--- src/rtl/phase_field_cell_update_with_pinning_core_macros.svh ---
// Assertion macros for the phase field cell update core.
// Included by the top level; no other dependencies.
`ifndef PHASE_FIELD_CELL_UPDATE_WITH_PINNING_CORE_MACROS_SVH
`define PHASE_FIELD_CELL_UPDATE_WITH_PINNING_CORE_MACROS_SVH
`ifndef SYNTHESIS
`define PFCU_ASSERT_IMPL(lbl, clk, rstn, ante, cons) \
	lbl: assert property (@(posedge clk) disable iff (!rstn) (ante) |-> (cons)) \
	else $error("pfcu: same-cycle check failed");
`define PFCU_ASSERT_NEXT(lbl, clk, rstn, ante, cons) \
	lbl: assert property (@(posedge clk) disable iff (!rstn) (ante) |=> (cons)) \
	else $error("pfcu: next-cycle check failed");
`else
`define PFCU_ASSERT_IMPL(lbl, clk, rstn, ante, cons)
`define PFCU_ASSERT_NEXT(lbl, clk, rstn, ante, cons)
`endif
`endif

--- src/rtl/pfcu_pkg.sv ---
// Shared types and constants for the phase field cell update core.
// No dependencies.
package pfcu_pkg;
	localparam int DEF_FRAC_BITS = 14;
	localparam int COEF_BITS = 12;
	localparam int REG_W = 16;
	localparam int IDX_W = 3;

	typedef enum logic [IDX_W-1:0] {
		REG_MOBILITY,
		REG_LINEAR,
		REG_CUBIC,
		REG_COUPLING,
		REG_GRADIENT,
		REG_TIME_STEP,
		REG_LAPLACE,
		REG_FRICTION
	} reg_idx_t;

	typedef struct packed {
		logic [REG_W-1:0] mobility;
		logic [REG_W-1:0] linear_coeff;
		logic [REG_W-1:0] cubic_coeff;
		logic [REG_W-1:0] coupling_coeff;
		logic [REG_W-1:0] gradient_coeff;
		logic [REG_W-1:0] time_step;
		logic [REG_W-1:0] laplace_scale;
		logic [REG_W-1:0] friction_force;
	} cfg_t;

	localparam logic [REG_W-1:0] RST_MOBILITY = 16'd4096;
	localparam logic [REG_W-1:0] RST_LINEAR   = 16'd8192;
	localparam logic [REG_W-1:0] RST_CUBIC    = 16'd8192;
	localparam logic [REG_W-1:0] RST_COUPLING = 16'd12288;
	localparam logic [REG_W-1:0] RST_GRADIENT = 16'd16384;
	localparam logic [REG_W-1:0] RST_TIME     = 16'd205;
	localparam logic [REG_W-1:0] RST_LAPLACE  = 16'd2731;
	localparam logic [REG_W-1:0] RST_FRICTION = 16'd0;
endpackage

--- src/rtl/pfcu_sat.sv ---
// Signed saturation from a wide value to a narrower signed range.
// Uses no package.
module pfcu_sat #(
	parameter int IW = 24,
	parameter int OW = 22
) (
	input  logic signed [IW-1:0] din,
	output logic signed [OW-1:0] dout
);
	logic [IW-OW:0] hi;
	logic ovf;

	always_comb begin
		hi = din[IW-1:OW-1];
		ovf = !(&hi) && (|hi);
		if (ovf) begin
			dout = din[IW-1] ? {1'b1, {(OW-1){1'b0}}} : {1'b0, {(OW-1){1'b1}}};
		end else begin
			dout = din[OW-1:0];
		end
	end
endmodule

--- src/rtl/pfcu_back.sv ---
// Stages 4 to 7: driving force, pinning decision, mobility and time step, clamp.
// Depends on pfcu_pkg and pfcu_sat.
module pfcu_back import pfcu_pkg::*; #(
	parameter int FRAC_BITS = DEF_FRAC_BITS,
	localparam int VW = FRAC_BITS + 1,
	localparam int SW = FRAC_BITS + 8,
	localparam int ACW = FRAC_BITS + 5,
	localparam int BCW = FRAC_BITS + 7,
	localparam int GCW = FRAC_BITS + 8,
	localparam int KW = SW + 5
) (
	input  logic                 clk,
	input  logic                 arst_n,
	input  logic                 en,
	input  cfg_t                 cfg,
	input  logic                 valid_s3,
	input  logic [VW-1:0]        c_s3,
	input  logic [ACW-1:0]       ac_s3,
	input  logic [BCW-1:0]       bc_s3,
	input  logic [GCW-1:0]       gc_s3,
	input  logic signed [KW-1:0] kd_s3,
	input  logic signed [SW-1:0] pin_s3,
	output logic                 valid_s7,
	output logic [VW-1:0]        new_value_s7,
	output logic                 pinned_s7
);
	localparam int DW = SW + 6;
	localparam logic signed [SW+5:0] ONE_N = {{(SW + 5 - FRAC_BITS){1'b0}}, 1'b1,
		{FRAC_BITS{1'b0}}};

	// stage 4: driving force and signed pinning term
	logic [DW-1:0] dsum;
	logic signed [SW-1:0] d_sat;
	logic signed [SW:0] pinx, pinv;
	logic valid_s4;
	logic [VW-1:0] c_s4;
	logic signed [SW-1:0] d_s4;
	logic signed [SW:0] pin_s4;

	always_comb begin
		dsum = DW'(bc_s3) + DW'(gc_s3) - DW'(ac_s3) - DW'(kd_s3);
		pinx = (SW + 1)'(pin_s3);
		if (dsum[DW-1]) begin
			pinv = -pinx;
		end else if (dsum == '0) begin
			pinv = '0;
		end else begin
			pinv = pinx;
		end
	end

	pfcu_sat #(.IW(DW), .OW(SW)) u_sat_d (
		.din  ($signed(dsum)),
		.dout (d_sat)
	);

	always_ff @(posedge clk or negedge arst_n) begin
		if (!arst_n) begin
			valid_s4 <= 1'b0;
		end else if (en) begin
			valid_s4 <= valid_s3;
		end
	end

	always_ff @(posedge clk) begin
		if (en) begin
			c_s4 <= c_s3;
			d_s4 <= d_sat;
			pin_s4 <= pinv;
		end
	end

	// stage 5: pinning compare and net force
	logic signed [SW:0] dx;
	logic [SW:0] abs_d, abs_pin;
	logic signed [SW+1:0] e_raw;
	logic signed [SW-1:0] e_sat;
	logic valid_s5, pinned_s5;
	logic [VW-1:0] c_s5;
	logic signed [SW-1:0] e_s5;

	always_comb begin
		dx = (SW + 1)'(d_s4);
		abs_d = dx[SW] ? $unsigned(-dx) : $unsigned(dx);
		abs_pin = pin_s4[SW] ? $unsigned(-pin_s4) : $unsigned(pin_s4);
		e_raw = (SW + 2)'(d_s4) - (SW + 2)'(pin_s4);
	end

	pfcu_sat #(.IW(SW + 2), .OW(SW)) u_sat_e (
		.din  (e_raw),
		.dout (e_sat)
	);

	always_ff @(posedge clk or negedge arst_n) begin
		if (!arst_n) begin
			valid_s5 <= 1'b0;
		end else if (en) begin
			valid_s5 <= valid_s4;
		end
	end

	always_ff @(posedge clk) begin
		if (en) begin
			c_s5 <= c_s4;
			pinned_s5 <= abs_d < abs_pin;
			e_s5 <= e_sat;
		end
	end

	// stage 6: apply mobility
	logic signed [SW+16:0] p_r;
	logic signed [SW-1:0] r_sat;
	logic valid_s6, pinned_s6;
	logic [VW-1:0] c_s6;
	logic signed [SW-1:0] r_s6;

	assign p_r = $signed({1'b0, cfg.mobility}) * e_s5;

	pfcu_sat #(.IW(SW + 5), .OW(SW)) u_sat_r (
		.din  (p_r[SW+16:COEF_BITS]),
		.dout (r_sat)
	);

	always_ff @(posedge clk or negedge arst_n) begin
		if (!arst_n) begin
			valid_s6 <= 1'b0;
		end else if (en) begin
			valid_s6 <= valid_s5;
		end
	end

	always_ff @(posedge clk) begin
		if (en) begin
			c_s6 <= c_s5;
			pinned_s6 <= pinned_s5;
			r_s6 <= r_sat;
		end
	end

	// stage 7: time step, clamp to [0,1], output register
	logic signed [SW+16:0] p_st;
	logic signed [SW+5:0] nv, cx;
	logic [VW-1:0] nv_clamp;

	always_comb begin
		p_st = $signed({1'b0, cfg.time_step}) * r_s6;
		cx = $signed((SW + 6)'(c_s6));
		// hold the old value when pinned; the step keeps its sign
		nv = pinned_s6 ? cx : cx - (SW + 6)'($signed(p_st[SW+16:COEF_BITS]));
		if (nv < 0) begin
			nv_clamp = '0;
		end else if (nv > ONE_N) begin
			nv_clamp = ONE_N[VW-1:0];
		end else begin
			nv_clamp = nv[VW-1:0];
		end
	end

	always_ff @(posedge clk or negedge arst_n) begin
		if (!arst_n) begin
			valid_s7 <= 1'b0;
		end else if (en) begin
			valid_s7 <= valid_s6;
		end
	end

	always_ff @(posedge clk) begin
		if (en) begin
			new_value_s7 <= nv_clamp;
			pinned_s7 <= pinned_s6;
		end
	end
endmodule

--- config.mk ---
export PLATFORM = sky130hd
export DESIGN_NAME = pfcu_back
export DESIGN_NICKNAME = d
export VERILOG_FILES = /design/src/rtl/phase_field_cell_update_with_pinning_core_macros.svh /design/src/rtl/pfcu_pkg.sv /design/src/rtl/pfcu_sat.sv /design/src/rtl/pfcu_back.sv
export SDC_FILE = /design/constraint.sdc
export NUM_CORES = 2
export LEC_CHECK = 0
export ABC_AREA = 1
export BUFFER_PORTS_ARGS = -buffer_cell sky130_fd_sc_hd__buf_4
export CAP_MARGIN = 20
export CORE_ASPECT_RATIO = 0.75
export CORE_MARGIN = 2
export CORE_UTILIZATION = 50
export DETAILED_ROUTE_END_ITERATION = 8
export PLACE_DENSITY = 0.77
export SYNTH_ARGS = -nofsm -noshare
export SYNTH_HDL_FRONTEND = slang
export SYNTH_SLANG_ARGS = --single-unit
--- constraint.sdc ---
create_clock -name clk -period 7.9 [get_ports clk]
set_input_delay 1.185 -clock clk [delete_from_list [all_inputs] [get_ports clk]]
set_output_delay 1.185 -clock clk [all_outputs]
set_load 0.005 [all_outputs]
# ---- Word-level counts from Yosys, hierarchy flattened
# Cells that the tools add are included.
dict set report word_totals {
  ff_bits 156
  in_bits 258
  out_inout_bits 17
  elab_cells 55
}
dict set report classes {
  addsub 8
  n_mul 2
  n_lt_le_gt_ge 3
  n_mux 12
  reduce_logical 14
}
# cell count
set op_table {}
lappend op_table {{$mux W22} 6}
lappend op_table {{$mux W23} 4}
lappend op_table {{$mul A17 B22 Y39} 2}
lappend op_table {{$neg A22 Y23} 2}
lappend op_table {{$gt A28 B16 Y1 const B} 1}
lappend op_table {{$logic_not A28 Y1} 1}
lappend op_table {{$lt A28 B1 Y1 const B} 1}
lappend op_table {{$mux W28} 1}
lappend op_table {{$sub A16 B27 Y28} 1}
lappend op_table {{$sub A24 B27 Y28} 1}
lappend op_table {{$sub A22 B23 Y24} 1}
lappend op_table {{$sub A23 B19 Y24} 1}
lappend op_table {{$add A21 B22 Y23} 1}
lappend op_table {{$lt A23 B23 Y1} 1}
lappend op_table {{$neg A23 Y23} 1}
lappend op_table {{$mux W15} 1}
lappend op_table {{$reduce_and A7 Y1} 1}
lappend op_table {{$reduce_or A7 Y1} 1}
lappend op_table {{$reduce_and A6 Y1} 1}
lappend op_table {{$reduce_or A6 Y1} 1}
lappend op_table {{$logic_and A1 B1 Y1} 3}
lappend op_table {{$logic_not A1 Y1} 3}
lappend op_table {{$reduce_and A3 Y1} 1}
lappend op_table {{$reduce_or A3 Y1} 1}
lappend op_table {{$reduce_or A2 Y1} 1}

# ---- Logic depth before layout (Yosys ltp)
dict set report logic_depth {
  depth_word 7
  depth_mapped 46
  mapped_depth_nobuf 44
}

# ---- By module
# From an unflattened synthesis, not the netlist that was laid out.
dict set report unflattened {
  cells_unflattened 5146
  hier_area_um2 40037.1
}
# mod instances cells_each area_each_um2 seq_area_each_um2
set by_module_without_submodules {}
lappend by_module_without_submodules {pfcu_back 1 4975 39200.1 4664.5}
lappend by_module_without_submodules {{pfcu_sat at u_sat_r} 1 60 285.3 0.0}
lappend by_module_without_submodules {{pfcu_sat at u_sat_e} 1 50 277.8 0.0}
lappend by_module_without_submodules {{pfcu_sat at u_sat_d} 1 61 274.0 0.0}

# ---- Worst setup path before layout
# OpenSTA, ideal clock, no wires.
dict set report synth_path {
  path_type {input -> register}
  startpoint {input port cfg[40] (netlist bit)}
  endpoint {register new_value_s7[10], data pin}
  setup_time_ns 0.252
  t_arrival_ns 7.903
  required_ns 7.648
  slack_ns -0.255
  path_stages 41
  n_path_buf 2
  cell_sequence {buf_1 > nand2_1 > fa_1 > inv_1 > fa_1 > inv_1 > fa_1 > inv_1 > fa_1 > fa_1 > inv_1 > fa_1 > inv_1 > ha_1 > nand2_1 > nor2_1 > nand2_1 > nor2_1 > [... 5 more ...] > nor2_1 > nand4_1 > o21ai_1 > a21oi_1 > nand2b_1 > nor2_1 > nand2_1 > nand2_1 > nand2_1 > nand2_1 > inv_1 > nand3_1 > nand2_1 > nand2_1 > nand2_1 > nand3_2 > buf_6 > nor2_2}
}
dict set report synth_via {
  elab_chain_len 5
  elab_cells_between_ends 6
  classes_between {add/sub: 1; mul: 1; order compare: 2; mux: 1; reduce/logical: 1}
}
# item line_no
set synth_rtl {}
lappend synth_rtl {{from (decl)} pfcu_back.sv:15} ;# input cfg_t cfg,
lappend synth_rtl {{$mul A17 B22 Y39 (*)} pfcu_back.sv:146} ;# p_st = $signed({1'b0, cfg.time_step}) * r_s6;
lappend synth_rtl {{$sub A16 B27 Y28 (*)} pfcu_back.sv:149} ;# nv = pinned_s6 ? cx : cx - (SW + 6)'($signed(p_st[SW+16:COEF_BITS]));
lappend synth_rtl {{$mux W28 (*)} pfcu_back.sv:149}
lappend synth_rtl {{$lt A28 B1 Y1 or $gt A28 B16 Y1 (tied branches)} {pfcu_back.sv:150, pfcu_back.sv:152}}
lappend synth_rtl {{$reduce_or A2 Y1 (no line)} --}
lappend synth_rtl {{to (signal assigned)} pfcu_back.sv:169} ;# new_value_s7 <= nv_clamp;
lappend synth_rtl {{to (decl)} pfcu_back.sv:24} ;# output logic [VW-1:0] new_value_s7,
# Mark *: on every way between the ends. The rest lies on a longest branch, timed or not.
# A chain may end at the register's enable or synchronous reset.

# ---- Worst setup path in the final report
dict set report layout_path {
  startpoint {input port cfg[40] (netlist bit)}
  endpoint {register new_value_s7[13], data pin}
}
# The elaborated chain is that of the path after synthesis.

==> summary.md <==
| Metric | Value |
|---|---|
| Worst reg2reg startpoint | `r_s6[6]` |
| Vias per cell | `5.07` |
| Clock Sinks | `156` |
| Core Region | `80100 um^2` |
| First-pass DRT Iterations | `6` |
| Post-synth ARST share | `2.56%` |
| Die H | `250 um` |
| Seq cells post-synth | `156` |
| Critical path arrival | `8530 ps` |
| Max H-tree Level | `4` |
| Hold crit path type | `reg -> reg` |
| Fillers | `6919` |
| Layout Skew | `16.4 ps` |
| Crit end category | `flip-flop` |
| Rows | `90` |
| Ys flop type | `edfxtp_1` |
| Worst hold slack | `417 ps` |
| Hold path start | `c_s5[4]` |
| Max_slew headroom | `34.7%` |
| Post-synth top area cell | `fa_1` |
| Synthesized area | `40200 um^2` |
| Count leader, synth | `inv_1` |
| Initial antenna violation count | `0` |
| Synth top cells by count | `inv_1, nand2_1, fa_1` |
| CTS tree | `done` |
| First-pass GRT wire length | `172 mm` |
| Hold buffers post-CTS | `0` |
| Vias post-DR | `33400` |
| Multi-input gate area | `30200 um^2` |
| Maximum clock rate | `122 MHz` |
| Final Wtd Congestion | `0.941` |
| Fin crit share | `104%` |
| Post-synthesis sequential area ratio | `11.6%` |
| Worst EP required | `8250 ps` |
| Syn_area_per_cell | `7.77 um^2` |
| Post-DR wirelength/cell | `15.5 um` |
| Num CTS Buffers | `17` |
| Vias in the first global route | `34600` |
| Worst setup SP type | `primary input` |
| Max_cap viols | `0` |
| Final Util | `57.7%` |
| Longest Clk Path Bufs | `2` |
| Slowest cell on the critical path | `fa_1` |
| N_diodes | `0` |
| Unrepaired setup endpoints after global routing | `yes` |
| Worst-Skew Late Latency | `490 ps` |
| Post-Syn Instances | `5175` |
| Crit path kind | `in -> reg` |
| Register area | `4660 um^2` |
| Max-slew violation count | `0` |
| Syn Nets | `6456` |
| HPWL Detailed | `85.9 mm` |
| Final wirelength | `102 mm` |
| Synthesis-to-layout area growth | `14.9%` |
| Post-synthesis cell type count | `55` |
| Status | `finished with violations` |
| DRT antenna net count | `0` |
| Share of layout cells above drive strength 1 | `13.9%` |
| GRT Overall Usage | `25.6%` |
| Chip width | `331 um` |
| Violated checks | `negative setup slack` |
| Starting DRT DRC Count | `2516` |
| Die footprint | `82700 um^2` |
| Clk Tree Root Cell | `clkbuf_16` |
| Crit path largest cell delay | `560 ps` |
| Top cells by area, synth | `fa_1, inv_1, nand2_1, edfxtp_1, ha_1` |
| Total gr overflow | `0` |
| Post-synth EDFFs | `152` |
| Setup violations, final | `15` |
| Yosys warns | `0` |
| Starting density of the core | `50.2%` |
| Critical-path maximum fanout | `6` |
| # DRC | `0` |
| CTS clk-pin slew, worst paths | `70 ps` |
| Crit path top cell by count | `fa_1` |
| Worst Tran Pin Value | `979 ps` |
| Fin nets | `6799` |
| Largest net degree at the start of global routing | `85` |
| Final WS setup | `-280 ps` |
| Yosys top cell area share | `35.6%` |
| I/O pin total | `275` |
| Worst setup startpoint | `cfg[40]` |
| Tmin final | `8180 ps` |
| # port buffers | `178` |
| Final hold violations | `0` |
[metal layers]
| metal | GRT usage, % | up-vias | part of all wire (%) |
|---|---|---|---|
| li1 | - | 15900 | - |
| met1 | 35.2 | 16100 | 43 |
| met2 | 41.7 | 1298 | 46 |
| met3 | 5.17 | 160 | 8.8 |
| met4 | 6.58 | 0 | 2.2 |
| met5 | 0 | - | 0 |
[state kept, by name, summed over array words and instances, names as in the netlist]
register and count:
pinned_s6 1, pinned_s7 1, pinned_s5 1, new_value_s7 15, r_s6 22, c_s5 15, e_s5 22, c_s6 15
d_s4 22, c_s4 15, valid_s7 1, valid_s6 1, valid_s5 1, valid_s4 1, pin_s4 23
[worst paths after layout]
| check | end | slack, ps | cells past startpoint |
|---|---|---|---|
| worst max register to register | new_value_s7[13] | -200 | 37 |
| max in group asynchronous | valid_s4 | 7320 | 1 |
| worst max-delay path | new_value_s7[13] | -280 | 38 |
| worst min register to register | c_s6[4] | 420 | 0 |
| worst min-delay path | c_s6[4] | 420 | 0 |
| min in group asynchronous | valid_s7 | 490 | 1 |
[stage by stage]
| stage | cell area [um^2] | setup slack [ps] | instances | setup TNS, ps |
|---|---|---|---|---|
| 2_1_floorplan | 40300 | 6.96 | 5175 | 0 |
| 3_3_place_gp | 44500 | -771 | 6521 | -11060 |
| 6_report | 46200 | -280 | 6588 | -3520 |
| 3_5_place_dp | 44500 | -878 | 6521 | -12410 |
| 4_1_cts | 45700 | -11.3 | 6577 | -15.1 |
| 5_1_grt | 46200 | -546 | 6588 | -7480 |
[timing repair]
action,CTS,global route
gates resized for setup,100,121
gates cloned,1,0
pin swaps,38,92
setup endpoints to repair,15,15
setup buffers,24,12
[worst max-delay path: cells and delay by family]
kind / cells / cell delay [ps]
adders and majority gates: 8 / 3730
and+or+nand+nor: 11 / 990
xor gates and xnor gates: 2 / 490
buffers and inverters: 11 / 1240
AOI/OAI and AO/OA: 6 / 860
[cell usage in the layout, fill, tap and decap left out, drive strengths merged, types with 16 or more instances in the layout]
| cell | count |
|---|---|
| buf | 499 |
| nand2 | 1325 |
| o21ai | 127 |
| nor4 | 24 |
| xor2 | 120 |
| a21oi | 194 |
| inv | 1469 |
| nor3 | 32 |
| nor2 | 195 |
| edfxtp | 152 |
| clkbuf | 17 |
| o21bai | 16 |
| nand4 | 27 |
| ha | 307 |
| fa | 716 |
| nand3 | 131 |
| a31oi | 17 |
| xnor2 | 72 |
[area by class of cell]
class / instances / area share, %
Sequential cell: 156 / 10.1
Timing Repair Buffer: 499 / 8.71
Tap cell: 1058 / 2.86
Inverter: 1464 / 11.9
Clock inverter: 14 / 0.295
Clock buffer: 17 / 0.920
Multi-Input combinational cell: 3380 / 65.2
[kinds of logic after synthesis]
logic type	after synthesis	synth area share, %
buffers and inverters	1639	15.4
XOR/XNOR	192	4.18
AND/OR/NAND/NOR	1759	18.0
other	1	0.00932
AO/OA/AOI/OAI	405	5.62
adder cells (fa/ha/maj)	1023	45.2
flip-flops	156	11.6
Power is left out: the tool's default activity adds up to more than one toggle a clock period on the data nets, which glitch-free logic cannot reach.
