===== config.mk =====
export PLATFORM = sky130hd
export DESIGN_NAME = pfcu_cfg_regs
export DESIGN_NICKNAME = d
export VERILOG_FILES = /design/src/rtl/phase_field_cell_update_with_pinning_core_macros.svh /design/src/rtl/pfcu_pkg.sv /design/src/rtl/pfcu_cfg_regs.sv
export SDC_FILE = /design/constraint.sdc
export NUM_CORES = 1
export LEC_CHECK = 0
export BUFFER_PORTS_ARGS = -buffer_cell sky130_fd_sc_hd__buf_2
export CORE_MARGIN = 10
export CORE_UTILIZATION = 40
export DETAILED_ROUTE_END_ITERATION = 10
export SYNTH_ARGS = -nofsm -noshare
export SYNTH_HDL_FRONTEND = slang
export SYNTH_SLANG_ARGS = --single-unit

===== constraint.sdc =====
create_clock -name clk -period 2.2 [get_ports clk]
set_clock_uncertainty 0.05 [all_clocks]
set_input_delay 0.11 -clock clk [delete_from_list [all_inputs] [get_ports clk]]
set_output_delay 0.11 -clock clk [all_outputs]
set_load 0.05 [all_outputs]

===== src/rtl/phase_field_cell_update_with_pinning_core_macros.svh =====
// Assertion macros for the phase field cell update core.
// Included by the top level; no other dependencies.
`ifndef PHASE_FIELD_CELL_UPDATE_WITH_PINNING_CORE_MACROS_SVH
`define PHASE_FIELD_CELL_UPDATE_WITH_PINNING_CORE_MACROS_SVH
`ifndef SYNTHESIS
`define PFCU_ASSERT_IMPL(lbl, clk, rstn, ante, cons) \
	lbl: assert property (@(posedge clk) disable iff (!rstn) (ante) |-> (cons)) \
	else $error("pfcu: same-cycle check failed");
`define PFCU_ASSERT_NEXT(lbl, clk, rstn, ante, cons) \
	lbl: assert property (@(posedge clk) disable iff (!rstn) (ante) |=> (cons)) \
	else $error("pfcu: next-cycle check failed");
`else
`define PFCU_ASSERT_IMPL(lbl, clk, rstn, ante, cons)
`define PFCU_ASSERT_NEXT(lbl, clk, rstn, ante, cons)
`endif
`endif


===== src/rtl/pfcu_pkg.sv =====
// Shared types and constants for the phase field cell update core.
// No dependencies.
package pfcu_pkg;
	localparam int DEF_FRAC_BITS = 14;
	localparam int COEF_BITS = 12;
	localparam int REG_W = 16;
	localparam int IDX_W = 3;

	typedef enum logic [IDX_W-1:0] {
		REG_MOBILITY,
		REG_LINEAR,
		REG_CUBIC,
		REG_COUPLING,
		REG_GRADIENT,
		REG_TIME_STEP,
		REG_LAPLACE,
		REG_FRICTION
	} reg_idx_t;

	typedef struct packed {
		logic [REG_W-1:0] mobility;
		logic [REG_W-1:0] linear_coeff;
		logic [REG_W-1:0] cubic_coeff;
		logic [REG_W-1:0] coupling_coeff;
		logic [REG_W-1:0] gradient_coeff;
		logic [REG_W-1:0] time_step;
		logic [REG_W-1:0] laplace_scale;
		logic [REG_W-1:0] friction_force;
	} cfg_t;

	localparam logic [REG_W-1:0] RST_MOBILITY = 16'd4096;
	localparam logic [REG_W-1:0] RST_LINEAR   = 16'd8192;
	localparam logic [REG_W-1:0] RST_CUBIC    = 16'd8192;
	localparam logic [REG_W-1:0] RST_COUPLING = 16'd12288;
	localparam logic [REG_W-1:0] RST_GRADIENT = 16'd16384;
	localparam logic [REG_W-1:0] RST_TIME     = 16'd205;
	localparam logic [REG_W-1:0] RST_LAPLACE  = 16'd2731;
	localparam logic [REG_W-1:0] RST_FRICTION = 16'd0;
endpackage


===== src/rtl/pfcu_cfg_regs.sv =====
// Configuration register file of the phase field cell update core.
// Depends on pfcu_pkg for the register indexes and reset values.
module pfcu_cfg_regs import pfcu_pkg::*; (
	input  logic             clk,
	input  logic             arst_n,
	input  logic             cfg_we,
	input  logic [IDX_W-1:0] cfg_index,
	input  logic [REG_W-1:0] cfg_data,
	output cfg_t             cfg
);
	cfg_t cfg_q;

	always_ff @(posedge clk or negedge arst_n) begin
		if (!arst_n) begin
			cfg_q.mobility       <= RST_MOBILITY;
			cfg_q.linear_coeff   <= RST_LINEAR;
			cfg_q.cubic_coeff    <= RST_CUBIC;
			cfg_q.coupling_coeff <= RST_COUPLING;
			cfg_q.gradient_coeff <= RST_GRADIENT;
			cfg_q.time_step      <= RST_TIME;
			cfg_q.laplace_scale  <= RST_LAPLACE;
			cfg_q.friction_force <= RST_FRICTION;
		end else if (cfg_we) begin
			case (reg_idx_t'(cfg_index))
				REG_MOBILITY:  cfg_q.mobility       <= cfg_data;
				REG_LINEAR:    cfg_q.linear_coeff   <= cfg_data;
				REG_CUBIC:     cfg_q.cubic_coeff    <= cfg_data;
				REG_COUPLING:  cfg_q.coupling_coeff <= cfg_data;
				REG_GRADIENT:  cfg_q.gradient_coeff <= cfg_data;
				REG_TIME_STEP: cfg_q.time_step      <= cfg_data;
				REG_LAPLACE:   cfg_q.laplace_scale  <= cfg_data;
				REG_FRICTION:  cfg_q.friction_force <= cfg_data;
				default: ;
			endcase
		end
	end

	assign cfg = cfg_q;
endmodule


# Word-level counts from Yosys, hierarchy flattened
# Index checks and enable logic that the tools add are counted.
dict set report totals {
  register_bits 128
}
dict set report classes {
  n_eq_ne 7
  n_reduce_logical 9
}
# op count
set ops {}
lappend ops {{AND reduction 2 bit} 8}
lappend ops {{== test 3 bit (second input constant)} 4}
lappend ops {{== test 3 x 2 -> 1 bit (second input constant)} 2}
lappend ops {{== test 3 x 1 -> 1 bit (second input constant)} 1}
lappend ops {{logical NOT 3 bit} 1}

# Logic depth before layout (Yosys ltp)
# Gate-level depths: netlist of the first run.
dict set report logic_depth {
  word_depth 2
  mapped_depth 5
}

# Least setup slack after synthesis of the first run
# OpenSTA, ideal clock, no wires.
dict set report synth_timing {
  kind {input-to-reg}
  start {input cfg_index[0]}
  end {register cfg_q, in the netlist cfg[118]}
  arrival_time_ns 1.201
  t_required_ns 2.025
  path_slack_ns 0.824
  stages 4
  path_buffers 2
  cell_sequence {buf_6 -> nor4b_4 -> buf_8 -> mux2_4}
}
dict set report synth_between {
  elab_chain_cells 2
}
# item line_no
set synth_lines {}
lappend synth_lines {{start: declaration} pfcu_cfg_regs.sv:7} ;# input logic [IDX_W-1:0] cfg_index,
lappend synth_lines {{logical NOT 3 bit} pfcu_cfg_regs.sv:24} ;# case (reg_idx_t'(cfg_index))
lappend synth_lines {{AND reduction 2 bit (no line)} n/a}
lappend synth_lines {{end: declaration} pfcu_cfg_regs.sv:11} ;# cfg_t cfg_q;
# Every way passes these cells.
# A chain may end at the register's enable or synchronous reset.

# Final worst setup path of the first run
dict set report layout_timing {
  start {register cfg_q, in the netlist cfg[34]}
  end {output cfg[34] (netlist bit)}
}
# item line_no
set layout_lines {}
lappend layout_lines {{end: declaration} pfcu_cfg_regs.sv:9} ;# output cfg_t cfg
# No word-level cell between the ends.

==> flow_summary.html, run 1 <==
<table>
<tr><th>Metric</th><th>Value</th></tr>
<tr><th colspan="2">Place</th></tr>
<tr><td>Global placer's final weighted congestion</td><td>~0.75</td></tr>
<tr><td>Placed standard-cell area</td><td>5900 um^2</td></tr>
<tr><td>HPWL after detailed placement</td><td>between 9000 and 10,000 um</td></tr>
<tr><td>Placed cells</td><td>589</td></tr>
<tr><td>PortBufs</td><td>149</td></tr>
<tr><td>Post-Place Setup Slack</td><td>433 ps</td></tr>
<tr><th colspan="2">Layout</th></tr>
<tr><td>Core Util, Final</td><td>54.8%</td></tr>
<tr><td>Fraction of final layout cells with drive strength greater than 1</td><td>73.0%</td></tr>
<tr><td>Filler cells</td><td>~1,000</td></tr>
<tr><td>Ant diodes</td><td>0</td></tr>
<tr><td>Post-Layout Inst Area</td><td>between 6000 and 7000 um^2</td></tr>
<tr><td>Layout Nets</td><td>476</td></tr>
<tr><td>Post-route insts no fill</td><td>about 640</td></tr>
<tr><td>Commonest cells after routing, fill and taps aside</td><td>148 x buf_2, 118 x mux2_2, 110 x dfrtp_1, 18 x dfstp_2, 17 x clkbuf_16</td></tr>
<tr><td>Most common cell after layout, fill and taps aside</td><td>buf_2</td></tr>
<tr><td>Number of flip-flops under the largest register name</td><td>about 130</td></tr>
<tr><td>Area growth from synthesis to layout</td><td>34.0%</td></tr>
<tr><th colspan="2">Logic synthesis</th></tr>
<tr><td>Share of synthesized cell area in and, or, nand and nor gates</td><td>2.26%</td></tr>
<tr><td>Share of Yosys cell area claimed by the top area cell type</td><td>55.8%</td></tr>
<tr><td>Dominant combinational cell family by area after synthesis</td><td>multiplexers</td></tr>
<tr><td>Area fraction in compound gates after synthesis</td><td>0%</td></tr>
<tr><td>Share of synthesized area occupied by flip-flops and latches</td><td>65.3%</td></tr>
<tr><td>Post-synthesis instance area</td><td>4940 um^2</td></tr>
<tr><td>Largest area contributor in the netlist</td><td>dfrtp_1</td></tr>
<tr><td>Number of standard cells after synthesis</td><td>279</td></tr>
<tr><td>Distinct cell type count after synthesis</td><td>12</td></tr>
<tr><td>Xor and xnor fraction of the mapped netlist area</td><td>0%</td></tr>
<tr><td>Number of warnings reported in the yosys synthesis log</td><td>0</td></tr>
<tr><td>Synthesis-stage register bit count</td><td>128</td></tr>
<tr><td>Share of synthesized cell area in full adder, half adder and majority cells</td><td>0%</td></tr>
<tr><td>Top area cells in the synthesized netlist</td><td>dfrtp_1 56%, mux2_2 27%, dfstp_2 9.6%</td></tr>
<tr><td>Average size of a mapped cell</td><td>17.7 um^2</td></tr>
<tr><td>Net Count, Synth</td><td>roughly 300</td></tr>
<tr><td>Post-synthesis mux area share</td><td>30.0%</td></tr>
<tr><th colspan="2">Critical path</th></tr>
<tr><td>R2r worst-path depth</td><td>1</td></tr>
<tr><td>Required time at the worst-slack endpoint</td><td>2040 ps</td></tr>
<tr><td>Endpoint arrival time on the critical path</td><td>around 1200 ps</td></tr>
<tr><td>Number of gates on the worst path with buffers counted</td><td>1</td></tr>
<tr><td>Worst stage delay on the critical path</td><td>530 ps</td></tr>
<tr><td>Path type of the worst setup path</td><td>reg2out</td></tr>
<tr><td>Buffer and inverter count on the worst path</td><td>1</td></tr>
<tr><td>Cells traversed along the worst timing path</td><td>buf_2</td></tr>
<tr><td>Startpoint Class</td><td>flip-flop</td></tr>
<tr><td>Cell with the biggest individual delay on the critical path</td><td>dfstp_2</td></tr>
<tr><td>Critical path peak fanout</td><td>2</td></tr>
<tr><td>Crit-path leading delay family</td><td>flip-flops</td></tr>
<tr><td>Endpoint type of the worst setup path</td><td>output pin</td></tr>
<tr><th colspan="2">STA</th></tr>
<tr><td>Number of hold violations in the final report</td><td>0</td></tr>
<tr><td>Worst Max-Slew Pin Slew</td><td>744 ps</td></tr>
<tr><td>Setup repair after global routing missed its margin</td><td>no</td></tr>
<tr><td>Crit path setup slack, layout</td><td>824 ps</td></tr>
<tr><td>Total count of max-transition violations in the final report</td><td>0</td></tr>
<tr><td>Ratio of final minimum period to clock period</td><td>62.6%</td></tr>
<tr><td>Sum of negative setup slack</td><td>0 ps</td></tr>
<tr><td>F_max</td><td>0.727 GHz</td></tr>
<tr><td>Time the final worst path needs with I/O delays and setup</td><td>roughly 1400 ps</td></tr>
<tr><td>Fin Hold WS</td><td>between 15 and 20 ps</td></tr>
<tr><td>Slew Limit Headroom</td><td>50.3%</td></tr>
<tr><td># setup viols final</td><td>0</td></tr>
<tr><th colspan="2">Global route</th></tr>
<tr><td>Via count of the first global-routing pass</td><td>3,408</td></tr>
<tr><td>Global-route usage over all layers</td><td>15.8%</td></tr>
<tr><td>Initial antenna violation count</td><td>0</td></tr>
<tr><td>Total congestion overflow</td><td>0</td></tr>
<tr><td>Largest net degree at the start of global routing</td><td>43</td></tr>
<tr><td>First-pass GRT wire length</td><td>roughly 21,000 um</td></tr>
<tr><th colspan="2">Run</th></tr>
<tr><td>Max cap viols</td><td>0</td></tr>
<tr><th colspan="2">Route</th></tr>
<tr><td>Number of violations reported at the end of detailed-routing iteration 0</td><td>166</td></tr>
<tr><td>Vias per cell</td><td>4.76</td></tr>
<tr><td>Via count</td><td>3,023</td></tr>
<tr><td>Drt pass-1 iters</td><td>4</td></tr>
<tr><td>Antenna Violating Nets Remaining</td><td>0</td></tr>
<tr><td>Final routed wire length divided by cell count</td><td>20.7 um</td></tr>
<tr><td>DRC viols</td><td>0</td></tr>
<tr><td>Final wirelength</td><td>13,200 um</td></tr>
<tr><th colspan="2">Clocking</th></tr>
<tr><td>Post-CTS sizing</td><td>0</td></tr>
<tr><td>Number of sinks on the clock net</td><td>128</td></tr>
<tr><td>CTS root buffer</td><td>clkbuf_16</td></tr>
<tr><td>Number of levels in the clock H-tree</td><td>4</td></tr>
<tr><td>Number of buffers created by CTS</td><td>17</td></tr>
<tr><td>Clock transition at the registers of the reported paths</td><td>~50 ps</td></tr>
<tr><td>Clock network latency to the later pin of the worst-skew pair</td><td>slightly above 400 ps</td></tr>
<tr><td>Longest Clk Path Bufs</td><td>2</td></tr>
<tr><td>Clock tree from TritonCTS</td><td>built</td></tr>
<tr><th colspan="2">Floorplanning</th></tr>
<tr><td>Area of the die</td><td>17,200 um^2</td></tr>
<tr><td>Core ar.</td><td>approximately 12,000 um^2</td></tr>
<tr><td>Starting density of the core</td><td>about 40%</td></tr>
<tr><td>Overall die width</td><td>approximately 130 um</td></tr>
<tr><td>Top-level port count</td><td>150</td></tr>
<tr><td>Height of the die</td><td>131 um</td></tr>
<tr><td>Number of rows created at floorplan</td><td>40</td></tr>
<tr><th colspan="2">Run status</th></tr>
<tr><td>Outcome</td><td>complete, no violations</td></tr>
<tr><th colspan="2">Power</th></tr>
<tr><td>Post-layout power</td><td>9.08 mW</td></tr>
<tr><td>Cell leakage power</td><td>between 3 and 4 nW</td></tr>
<tr><td>Worst-case vdd ir drop</td><td>0.000566 V</td></tr>
<tr><td>Ratio of total power to cell area</td><td>1370 nW/um^2</td></tr>
<tr><th colspan="2">Hold path</th></tr>
<tr><td>Class of the most critical hold timing path</td><td>in2reg</td></tr>
<tr><td>Hold path depth</td><td>2</td></tr>
</table>
-- path summary, 6_finish.rpt --
kind / from / endpoint / slack [ps]
min reg2reg: cfg[9]$_DFFE_PN0P_ / cfg[9]$_DFFE_PN0P_ / 450
min: cfg_data[8] / cfg[120]$_DFFE_PN0P_ / 20
max: cfg[34]$_DFFE_PN1P_ / cfg[34] / 820
max in group asynchronous: arst_n / cfg[19]$_DFFE_PN1P_ / 1180
min in group asynchronous: arst_n / cfg[110]$_DFFE_PN0P_ / 200
max reg2reg: cfg[26]$_DFFE_PN0P_ / cfg[26]$_DFFE_PN0P_ / 1370
-- per-layer routing --
metal  share of wire (%)  global-route usage (%)  wire (um)
met1                  43                    18.6       5670
met2                  47                    24.6       6240
met3                 8.1                    7.20       1070
met4                 1.4                    6.19        184
met5                   0                       0          0
-- layout make-up --
| cell class | count | area (um^2) | area share [%] |
|---|---|---|---|
| Tap cell | 168 | 210 | 3.18 |
| Clock inverter | 9 | 82.6 | 1.25 |
| Clock buffer | 23 | 488 | 7.38 |
| Timing Repair Buffer | 171 | 973 | 14.7 |
| Multi-Input combinational cell | 136 | 1640 | 24.7 |
| Sequential cell | 128 | 3230 | 48.8 |
-- logic make-up after synthesis --
| group | count (synthesis) |
|---|---|
| simple gates | 8 |
| mux | 128 |
| flops | 128 |
| buf+inv | 15 |
-- report_power, final --
group | total (mW) | switching, mW | leakage [nW] | internal, mW
registers | 3.21 | 0.277 | 1.51 | 2.93
logic | 3.22 | 2.41 | 1.36 | 0.812
clock network | 2.66 | 0.990 | 0.279 | 1.67
total | 9.08 | 3.67 | 3.15 | 5.41
-- synthesized netlist by cell type (all sizes together) --
master	instances
dfrtp	110
mux2	128
nand4	1
nor4bb	3
nand4b	3
buf	15
nor4b	1
dfstp	18
-- timing repair --
action,CTS,global route
hold buffers,14,0
hold endpoints to repair,138,0
buffers inserted,0,0
No activity file was read; power rests on OpenSTA's default activity.
==> run 2: changes to the inputs <==
==> constraint.sdc (replaced) <==
create_clock -name clk -period 1.4 [get_ports clk]
set_clock_uncertainty 0.05 [all_clocks]
set_input_delay 0.07 -clock clk [delete_from_list [all_inputs] [get_ports clk]]
set_output_delay 0.07 -clock clk [all_outputs]
set_load 0.05 [all_outputs]
==> run 2 against run 1 <==
Clock power rose by 61%. Utilization rose by 1.9 points. Via count rose by 2.6%. Non-clock buffer count rose by 16. Worst hold slack better by 160 ps. Flip-flop and latch count is the same. Register-to-register slack got worse by 800 ps. Setup slack worse by 750 ps. Routed wire length down 1.1%. Critical path depth unchanged. Largest cell class unchanged. Highest routed layer unchanged.
==> flow_summary.html, run 2 (synthesis results as in run 1) <==
<table>
<tr><th>Metric</th><th>Value</th></tr>
<tr><th colspan="2">Layout</th></tr>
<tr><td>Number of flip-flops under the largest register name</td><td>128 (unchanged)</td></tr>
<tr><td>Post-Layout Inst Area</td><td>6840 um^2 (+3.5%)</td></tr>
<tr><td>Commonest cells after routing, fill and taps aside</td><td>148 x buf_2, 118 x mux2_2, 110 x dfrtp_1, 18 x dfstp_2, 18 x dlygate4sd3_1</td></tr>
<tr><td>Ant diodes</td><td>0 (unchanged)</td></tr>
<tr><td>Filler cells</td><td>997 (-2.1%)</td></tr>
<tr><td>Layout Nets</td><td>492 (+3.4%)</td></tr>
<tr><td>Core Util, Final</td><td>56.7% (+1.9 points)</td></tr>
<tr><td>Area growth from synthesis to layout</td><td>38.6%</td></tr>
<tr><td>Most common cell after layout, fill and taps aside</td><td>buf_2</td></tr>
<tr><td>Fraction of final layout cells with drive strength greater than 1</td><td>73.2% (+0.22 points)</td></tr>
<tr><th colspan="2">Power</th></tr>
<tr><td>Post-layout power</td><td>14.4 mW (+59%)</td></tr>
<tr><td>Cell leakage power</td><td>3.25 nW (+3.3%)</td></tr>
<tr><td>Ratio of total power to cell area</td><td>2110 nW/um^2 (+53%)</td></tr>
<tr><td>Worst-case vdd ir drop</td><td>0.000970 V (+71%)</td></tr>
<tr><th colspan="2">STA</th></tr>
<tr><td>Ratio of final minimum period to clock period</td><td>94.5%</td></tr>
<tr><td>Worst Max-Slew Pin Slew</td><td>302 ps (-442 ps)</td></tr>
<tr><td>Time the final worst path needs with I/O delays and setup</td><td>approximately 1300 ps</td></tr>
<tr><td>Slew Limit Headroom</td><td>79.8% (+30 points)</td></tr>
<tr><td>F_max</td><td>0.756 GHz</td></tr>
<tr><td>Crit path setup slack, layout</td><td>76.9 ps (-747 ps)</td></tr>
<tr><td># setup viols final</td><td>0 (unchanged)</td></tr>
<tr><td>Setup repair after global routing missed its margin</td><td>no</td></tr>
<tr><td>Total count of max-transition violations in the final report</td><td>0 (unchanged)</td></tr>
<tr><td>Number of hold violations in the final report</td><td>0 (unchanged)</td></tr>
<tr><th colspan="2">Route</th></tr>
<tr><td>Drt pass-1 iters</td><td>4 (unchanged)</td></tr>
<tr><td>WL met2</td><td>6240 um (about the same)</td></tr>
<tr><td>Via count</td><td>3,101 (+2.6%)</td></tr>
<tr><td>Number of violations reported at the end of detailed-routing iteration 0</td><td>119 (-28%)</td></tr>
<tr><td>DRC viols</td><td>0 (unchanged)</td></tr>
<tr><td>Met1 routed wirelength after detailed routing</td><td>5570 um (-1.8%)</td></tr>
<tr><td>Antenna Violating Nets Remaining</td><td>0 (unchanged)</td></tr>
<tr><td>Final wirelength</td><td>13,000 um (-1.1%)</td></tr>
<tr><td>Detailed route wirelength on metal3</td><td>984 um (-8.0%)</td></tr>
<tr><td>Final routed wire length divided by cell count</td><td>20.0 um (-3.3%)</td></tr>
<tr><td>Uppermost signal routing layer after detailed routing</td><td>met4</td></tr>
<tr><td>Vias per cell</td><td>4.77 (+0.21%)</td></tr>
<tr><th colspan="2">Critical path</th></tr>
<tr><td>Endpoint arrival time on the critical path</td><td>1200 ps (-20 ps)</td></tr>
<tr><td>Startpoint Class</td><td>flip-flop</td></tr>
<tr><td>Cell with the biggest individual delay on the critical path</td><td>dfstp_2</td></tr>
<tr><td>Crit-path leading delay family</td><td>flip-flops</td></tr>
<tr><td>Cells traversed along the worst timing path</td><td>buf_2</td></tr>
<tr><td>Path type of the worst setup path</td><td>reg2out</td></tr>
<tr><td>Required time at the worst-slack endpoint</td><td>1280 ps (-760 ps)</td></tr>
<tr><td>Worst stage delay on the critical path</td><td>530 ps (about the same)</td></tr>
<tr><td>Buffer and inverter count on the worst path</td><td>1 (unchanged)</td></tr>
<tr><td>Endpoint type of the worst setup path</td><td>output pin</td></tr>
<tr><td>Critical path peak fanout</td><td>2 (unchanged)</td></tr>
<tr><td>Setup slack of the most critical reg-to-reg path</td><td>570 ps (-800 ps)</td></tr>
<tr><th colspan="2">Clocking</th></tr>
<tr><td>Number of buffers created by CTS</td><td>17 (unchanged)</td></tr>
<tr><td>Longest Clk Path Bufs</td><td>2 (unchanged)</td></tr>
<tr><td>CTS root buffer</td><td>clkbuf_16</td></tr>
<tr><td>Clock tree from TritonCTS</td><td>built</td></tr>
<tr><td>Number of levels in the clock H-tree</td><td>4 (unchanged)</td></tr>
<tr><td>Post-CTS Setup Bufs</td><td>0 (unchanged)</td></tr>
<tr><td>Clock transition at the registers of the reported paths</td><td>60 ps (about the same)</td></tr>
<tr><td>Number of sinks on the clock net</td><td>128 (unchanged)</td></tr>
<tr><td>Clock network latency to the later pin of the worst-skew pair</td><td>410 ps (about the same)</td></tr>
<tr><th colspan="2">Global route</th></tr>
<tr><td>Largest net degree at the start of global routing</td><td>55 (+28%)</td></tr>
<tr><td>First-pass GRT wire length</td><td>20,700 um (-1.8%)</td></tr>
<tr><td>Initial antenna violation count</td><td>0 (unchanged)</td></tr>
<tr><td>Via count of the first global-routing pass</td><td>3,322 (-2.5%)</td></tr>
<tr><td>Global-route usage over all layers</td><td>15.4% (-0.38 points)</td></tr>
<tr><td>Total congestion overflow</td><td>0 (unchanged)</td></tr>
<tr><th colspan="2">Floorplanning</th></tr>
<tr><td>Number of rows created at floorplan</td><td>40 (unchanged)</td></tr>
<tr><td>Height of the die</td><td>131 um (unchanged)</td></tr>
<tr><td>Area of the die</td><td>17,200 um^2 (unchanged)</td></tr>
<tr><td>Overall die width</td><td>131 um (unchanged)</td></tr>
<tr><td>Top-level port count</td><td>150 (unchanged)</td></tr>
<tr><td>Starting density of the core</td><td>40.9% (unchanged)</td></tr>
<tr><td>Core ar.</td><td>12,100 um^2 (unchanged)</td></tr>
<tr><th colspan="2">Run status</th></tr>
<tr><td>Outcome</td><td>complete, no violations</td></tr>
<tr><th colspan="2">Hold path</th></tr>
<tr><td>Class of the most critical hold timing path</td><td>in2async</td></tr>
<tr><th colspan="2">Place</th></tr>
<tr><td>Placed standard-cell area</td><td>6080 um^2 (+3.0%)</td></tr>
<tr><td>HPWL after detailed placement</td><td>9430 um (+4.1%)</td></tr>
<tr><td>PortBufs</td><td>149 (unchanged)</td></tr>
<tr><td>Post-Place Setup Slack</td><td>-5.46 ps (-438 ps)</td></tr>
<tr><td>Global placer's final weighted congestion</td><td>0.729 (-2.6%)</td></tr>
<tr><th colspan="2">Run</th></tr>
<tr><td>Max cap viols</td><td>0 (unchanged)</td></tr>
</table>
==> run 2: changes by cell type in the layout (fill, tap and decap cells not counted), sizes merged <==
cell	change
buf	+12
dlygate4sd3	+4
clkbuf	-2
bufinv	+1
clkinv	-1
clkinvlp	+1
==> run 2: repair_timing <==
action                                  in CTS  in global routing
hold buffers                                18                  0
gates resized for setup                      0                  0
endpoints found under the setup margin       0                  0
endpoints found under the hold margin      247                  0
==> run 2: per-layer routing <==
layer  GRT usage [%]  up-vias
li1                -     1397
met1            18.5     1578
met2            23.8      106
met3            6.82       20
met4            6.00        0
met5               0        -
==> run 2: worst paths after layout <==
check                                      from                    to  depth (start not counted)
max                         cfg[62]$_DFFE_PN1P_               cfg[62]                          1
min                                      arst_n   cfg[91]$_DFFE_PN0P_                          3
max reg2reg                cfg[120]$_DFFE_PN0P_  cfg[120]$_DFFE_PN0P_                          1
min reg2reg                 cfg[92]$_DFFE_PN0P_   cfg[92]$_DFFE_PN0P_                          1
max in group asynchronous                arst_n   cfg[59]$_DFFE_PN0P_                          3
min in group clk                   cfg_index[1]   cfg[30]$_DFFE_PN0P_                          4
==> run 2: through the flow <==
stage / setup TNS (ps) / hold WS [ps] / cells
after detailed placement: -5.46 / -141 / 601
after global placement: 0 / -140 / 601
final: 0 / 178 / 650
after floorplan: 0 / -276 / 279
after global routing: 0 / 205 / 650
after CTS: 0 / 180 / 650
==> run 2: power by group <==
part | internal [mW] | leakage [nW] | switching, mW
combinational | 1.31 | 1.46 | 3.78
clock | 2.74 | 0.281 | 1.54
sequential | 4.60 | 1.51 | 0.440
total | 8.65 | 3.25 | 5.76
==> run 2: cell type report <==
class / instances / area, um^2 / area share, %
clock buffer: 21 / 470 / 6.87
clock inverter: 10 / 111 / 1.63
multi-input combinational: 136 / 1640 / 23.9
sequential: 128 / 3230 / 47.1
tap: 168 / 210 / 3.07
timing repair buffer: 187 / 1190 / 17.4
==> run 3: changes to the inputs <==
--- a/config.mk
+++ b/config.mk
@@ -6,9 +6,12 @@
 export NUM_CORES = 1
 export LEC_CHECK = 0
 export BUFFER_PORTS_ARGS = -buffer_cell sky130_fd_sc_hd__buf_2
+export CELL_PAD_IN_SITES_DETAIL_PLACEMENT = 0
+export CELL_PAD_IN_SITES_GLOBAL_PLACEMENT = 1
 export CORE_MARGIN = 10
 export CORE_UTILIZATION = 40
 export DETAILED_ROUTE_END_ITERATION = 10
+export PLACE_DENSITY = 0.81
 export SYNTH_ARGS = -nofsm -noshare
 export SYNTH_HDL_FRONTEND = slang
 export SYNTH_SLANG_ARGS = --single-unit
==> constraint.sdc (replaced) <==
create_clock -name clk -period 1.45 [get_ports clk]
set_clock_uncertainty 0.05 [all_clocks]
set_input_delay 0.0725 -clock clk [delete_from_list [all_inputs] [get_ports clk]]
set_output_delay 0.0725 -clock clk [all_outputs]
set_load 0.05 [all_outputs]
==> run 3 against run 2 <==
Register-to-register slack gained 50 ps. Cell area is 0.82% lower. Routed wire length fell by 2.2%. Sequential share of layout area increased by 0.39 points. Setup slack gained 30 ps. Global-route usage is 0.31 points lower. Die area unchanged. Count of clock-buffer cells in the layout up 2. Sequential power shrank 3%. Worst hold slack worse by 110 ps. Cell count is 0.46% lower. Critical endpoint unchanged. Highest routed layer unchanged.
==> flow_summary.html, run 3 (synthesis results as in run 1) <==
<table>
<tr><th>Metric</th><th>Value</th></tr>
<tr><th colspan="2">Clocking</th></tr>
<tr><td>CTS Hold Bufs</td><td>17 (-1)</td></tr>
<tr><td>Number of buffers created by CTS</td><td>17 (unchanged)</td></tr>
<tr><td>Post-CTS Setup Bufs</td><td>0 (unchanged)</td></tr>
<tr><td>CTS root buffer</td><td>clkbuf_16</td></tr>
<tr><td>Clock tree from TritonCTS</td><td>built</td></tr>
<tr><td>Number of levels in the clock H-tree</td><td>4 (unchanged)</td></tr>
<tr><td>Clock network latency to the later pin of the worst-skew pair</td><td>410 ps (about the same)</td></tr>
<tr><td>Longest Clk Path Bufs</td><td>2 (unchanged)</td></tr>
<tr><td>Post-CTS sizing</td><td>0 (unchanged)</td></tr>
<tr><td>Number of sinks on the clock net</td><td>128 (unchanged)</td></tr>
<tr><td>Clock transition at the registers of the reported paths</td><td>60 ps (about the same)</td></tr>
<tr><th colspan="2">Critical path</th></tr>
<tr><td>Endpoint arrival time on the critical path</td><td>1220 ps (+20 ps)</td></tr>
<tr><td>Cells traversed along the worst timing path</td><td>buf_2</td></tr>
<tr><td>Crit-path leading delay family</td><td>flip-flops</td></tr>
<tr><td>Endpoint type of the worst setup path</td><td>output pin</td></tr>
<tr><td>Path type of the worst setup path</td><td>reg2out</td></tr>
<tr><td>Buffer and inverter count on the worst path</td><td>1 (unchanged)</td></tr>
<tr><td>Cell with the biggest individual delay on the critical path</td><td>dfstp_2</td></tr>
<tr><td>Critical path peak fanout</td><td>2 (unchanged)</td></tr>
<tr><td>Startpoint Class</td><td>flip-flop</td></tr>
<tr><td>Worst stage delay on the critical path</td><td>540 ps (about the same)</td></tr>
<tr><td>Required time at the worst-slack endpoint</td><td>1330 ps (+50 ps)</td></tr>
<tr><th colspan="2">Place</th></tr>
<tr><td>Global placer's final weighted congestion</td><td>0.742 (+1.8%)</td></tr>
<tr><td>PortBufs</td><td>149 (unchanged)</td></tr>
<tr><td>HPWL after detailed placement</td><td>9230 um (-2.1%)</td></tr>
<tr><th colspan="2">Global route</th></tr>
<tr><td>Global-route usage over all layers</td><td>15.1% (-0.31 points)</td></tr>
<tr><td>Via count of the first global-routing pass</td><td>3,482 (+4.8%)</td></tr>
<tr><td>Initial antenna violation count</td><td>0 (unchanged)</td></tr>
<tr><td>First-pass GRT wire length</td><td>20,400 um (-1.6%)</td></tr>
<tr><td>Largest net degree at the start of global routing</td><td>39 (-29%)</td></tr>
<tr><td>Total congestion overflow</td><td>0 (unchanged)</td></tr>
<tr><th colspan="2">STA</th></tr>
<tr><td>Sum of negative setup slack</td><td>0 ps (unchanged)</td></tr>
<tr><td>Worst Max-Slew Pin Slew</td><td>356 ps (+54.0 ps)</td></tr>
<tr><td>Total count of max-transition violations in the final report</td><td>0 (unchanged)</td></tr>
<tr><td>Setup repair after global routing missed its margin</td><td>no</td></tr>
<tr><td>Number of hold violations in the final report</td><td>0 (unchanged)</td></tr>
<tr><td># setup viols final</td><td>0 (unchanged)</td></tr>
<tr><td>F_max</td><td>between 0.7 and 0.8 GHz</td></tr>
<tr><td>Time the final worst path needs with I/O delays and setup</td><td>between 1000 and 1500 ps</td></tr>
<tr><td>Slew Limit Headroom</td><td>76.3% (-3.6 points)</td></tr>
<tr><td>Ratio of final minimum period to clock period</td><td>~90%</td></tr>
<tr><th colspan="2">Route</th></tr>
<tr><td>Drt pass-1 iters</td><td>4 (unchanged)</td></tr>
<tr><td>Final wirelength</td><td>12,700 um (-2.2%)</td></tr>
<tr><td>Final routed wire length divided by cell count</td><td>19.7 um (-1.8%)</td></tr>
<tr><td>Antenna Violating Nets Remaining</td><td>0 (unchanged)</td></tr>
<tr><td>Number of violations reported at the end of detailed-routing iteration 0</td><td>129 (+8.4%)</td></tr>
<tr><td>Vias per cell</td><td>4.77 (about the same)</td></tr>
<tr><td>DRC viols</td><td>0 (unchanged)</td></tr>
<tr><td>Via count</td><td>3,084 (-0.55%)</td></tr>
<tr><th colspan="2">Floorplanning</th></tr>
<tr><td>Core ar.</td><td>12,100 um^2 (unchanged)</td></tr>
<tr><td>Height of the die</td><td>131 um (unchanged)</td></tr>
<tr><td>Overall die width</td><td>131 um (unchanged)</td></tr>
<tr><td>Area of the die</td><td>17,200 um^2 (unchanged)</td></tr>
<tr><td>Number of rows created at floorplan</td><td>40 (unchanged)</td></tr>
<tr><td>Top-level port count</td><td>150 (unchanged)</td></tr>
<tr><td>Starting density of the core</td><td>40.9% (unchanged)</td></tr>
<tr><th colspan="2">Power</th></tr>
<tr><td>Ratio of total power to cell area</td><td>2030 nW/um^2 (-3.5%)</td></tr>
<tr><td>Cell leakage power</td><td>3.23 nW (-0.82%)</td></tr>
<tr><td>Worst-case vdd ir drop</td><td>0.00126 V (+30%)</td></tr>
<tr><th colspan="2">Layout</th></tr>
<tr><td>Area growth from synthesis to layout</td><td>37.5%</td></tr>
<tr><td>Most common cell after layout, fill and taps aside</td><td>buf_2</td></tr>
<tr><td>Ant diodes</td><td>0 (unchanged)</td></tr>
<tr><td>Layout Nets</td><td>488 (-0.81%)</td></tr>
<tr><td>Core Util, Final</td><td>56.3% (-0.47 points)</td></tr>
<tr><td>Filler cells</td><td>989 (-0.80%)</td></tr>
<tr><td>Number of flip-flops under the largest register name</td><td>128 (unchanged)</td></tr>
<tr><td>Fraction of final layout cells with drive strength greater than 1</td><td>73.1% (-0.17 points)</td></tr>
<tr><td>Commonest cells after routing, fill and taps aside</td><td>148 x buf_2, 118 x mux2_2, 110 x dfrtp_1, 18 x dfstp_2</td></tr>
<tr><th colspan="2">Run</th></tr>
<tr><td>Max cap viols</td><td>0 (unchanged)</td></tr>
<tr><th colspan="2">Hold path</th></tr>
<tr><td>Class of the most critical hold timing path</td><td>in2async</td></tr>
<tr><th colspan="2">Run status</th></tr>
<tr><td>Outcome</td><td>complete, no violations</td></tr>
</table>
[run 3: cell types whose count changed in the layout (fill, tap and decap cells not counted), sizes merged]
cell | previous run | this run
clkinv | 5 | 6
buf | 169 | 166
clkbuf | 21 | 23
clkinvlp | 3 | 2
dlygate4sd3 | 18 | 17
bufinv | 2 | 1
[run 3: stage by stage]
step	hold WS [ps]	power (mW)	cells	setup WS (ps)	instance area, um^2
floorplan	-273	8.51	279	111	4940
global placement	-46.2	9.77	598	73.3	6050
detailed placement	-44.9	9.85	598	64.0	6050
CTS	57.8	13.9	647	92.5	6790
global route	81.6	14.4	647	83.1	6790
finish	68.4	13.8	647	107	6790
[run 3: final cells by class]
type	instances	area, um^2	area share (%)
Clock inverter	9	82.6	1.22
Tap cell	168	210	3.10
Clock buffer	23	488	7.19
Timing Repair Buffer	183	1150	16.9
Multi-Input combinational cell	136	1640	24.1
Sequential cell	128	3230	47.5
[run 3: path summary, 6_finish.rpt]
kind | depth (start not counted) | slack, ps | from | to
min | 2 | 70 | arst_n | cfg[110]$_DFFE_PN0P_
max reg2reg | 1 | 620 | cfg[90]$_DFFE_PN0P_ | cfg[90]$_DFFE_PN0P_
max | 1 | 110 | cfg[62]$_DFFE_PN1P_ | cfg[62]
min in group clk | 4 | 220 | cfg_we | cfg[66]$_DFFE_PN0P_
max in group asynchronous | 3 | 640 | arst_n | cfg[39]$_DFFE_PN1P_
min reg2reg | 1 | 450 | cfg[29]$_DFFE_PN0P_ | cfg[29]$_DFFE_PN0P_
[run 3: layer usage]
| metal | vias up | global-route usage (%) | wire [um] |
|---|---|---|---|
| met5 | - | 0 | 0 |
| met4 | 0 | 5.63 | 216 |
| met3 | 17 | 8.08 | 1260 |
| met2 | 120 | 23.0 | 5900 |
| met1 | 1570 | 17.7 | 5350 |
| li1 | 1377 | - | - |
[run 3: power breakdown]
part	leakage [nW]	switching [mW]	internal [mW]
clock	0.279	1.50	2.53
combinational	1.44	3.65	1.26
sequential	1.51	0.421	4.45
total	3.23	5.57	8.23
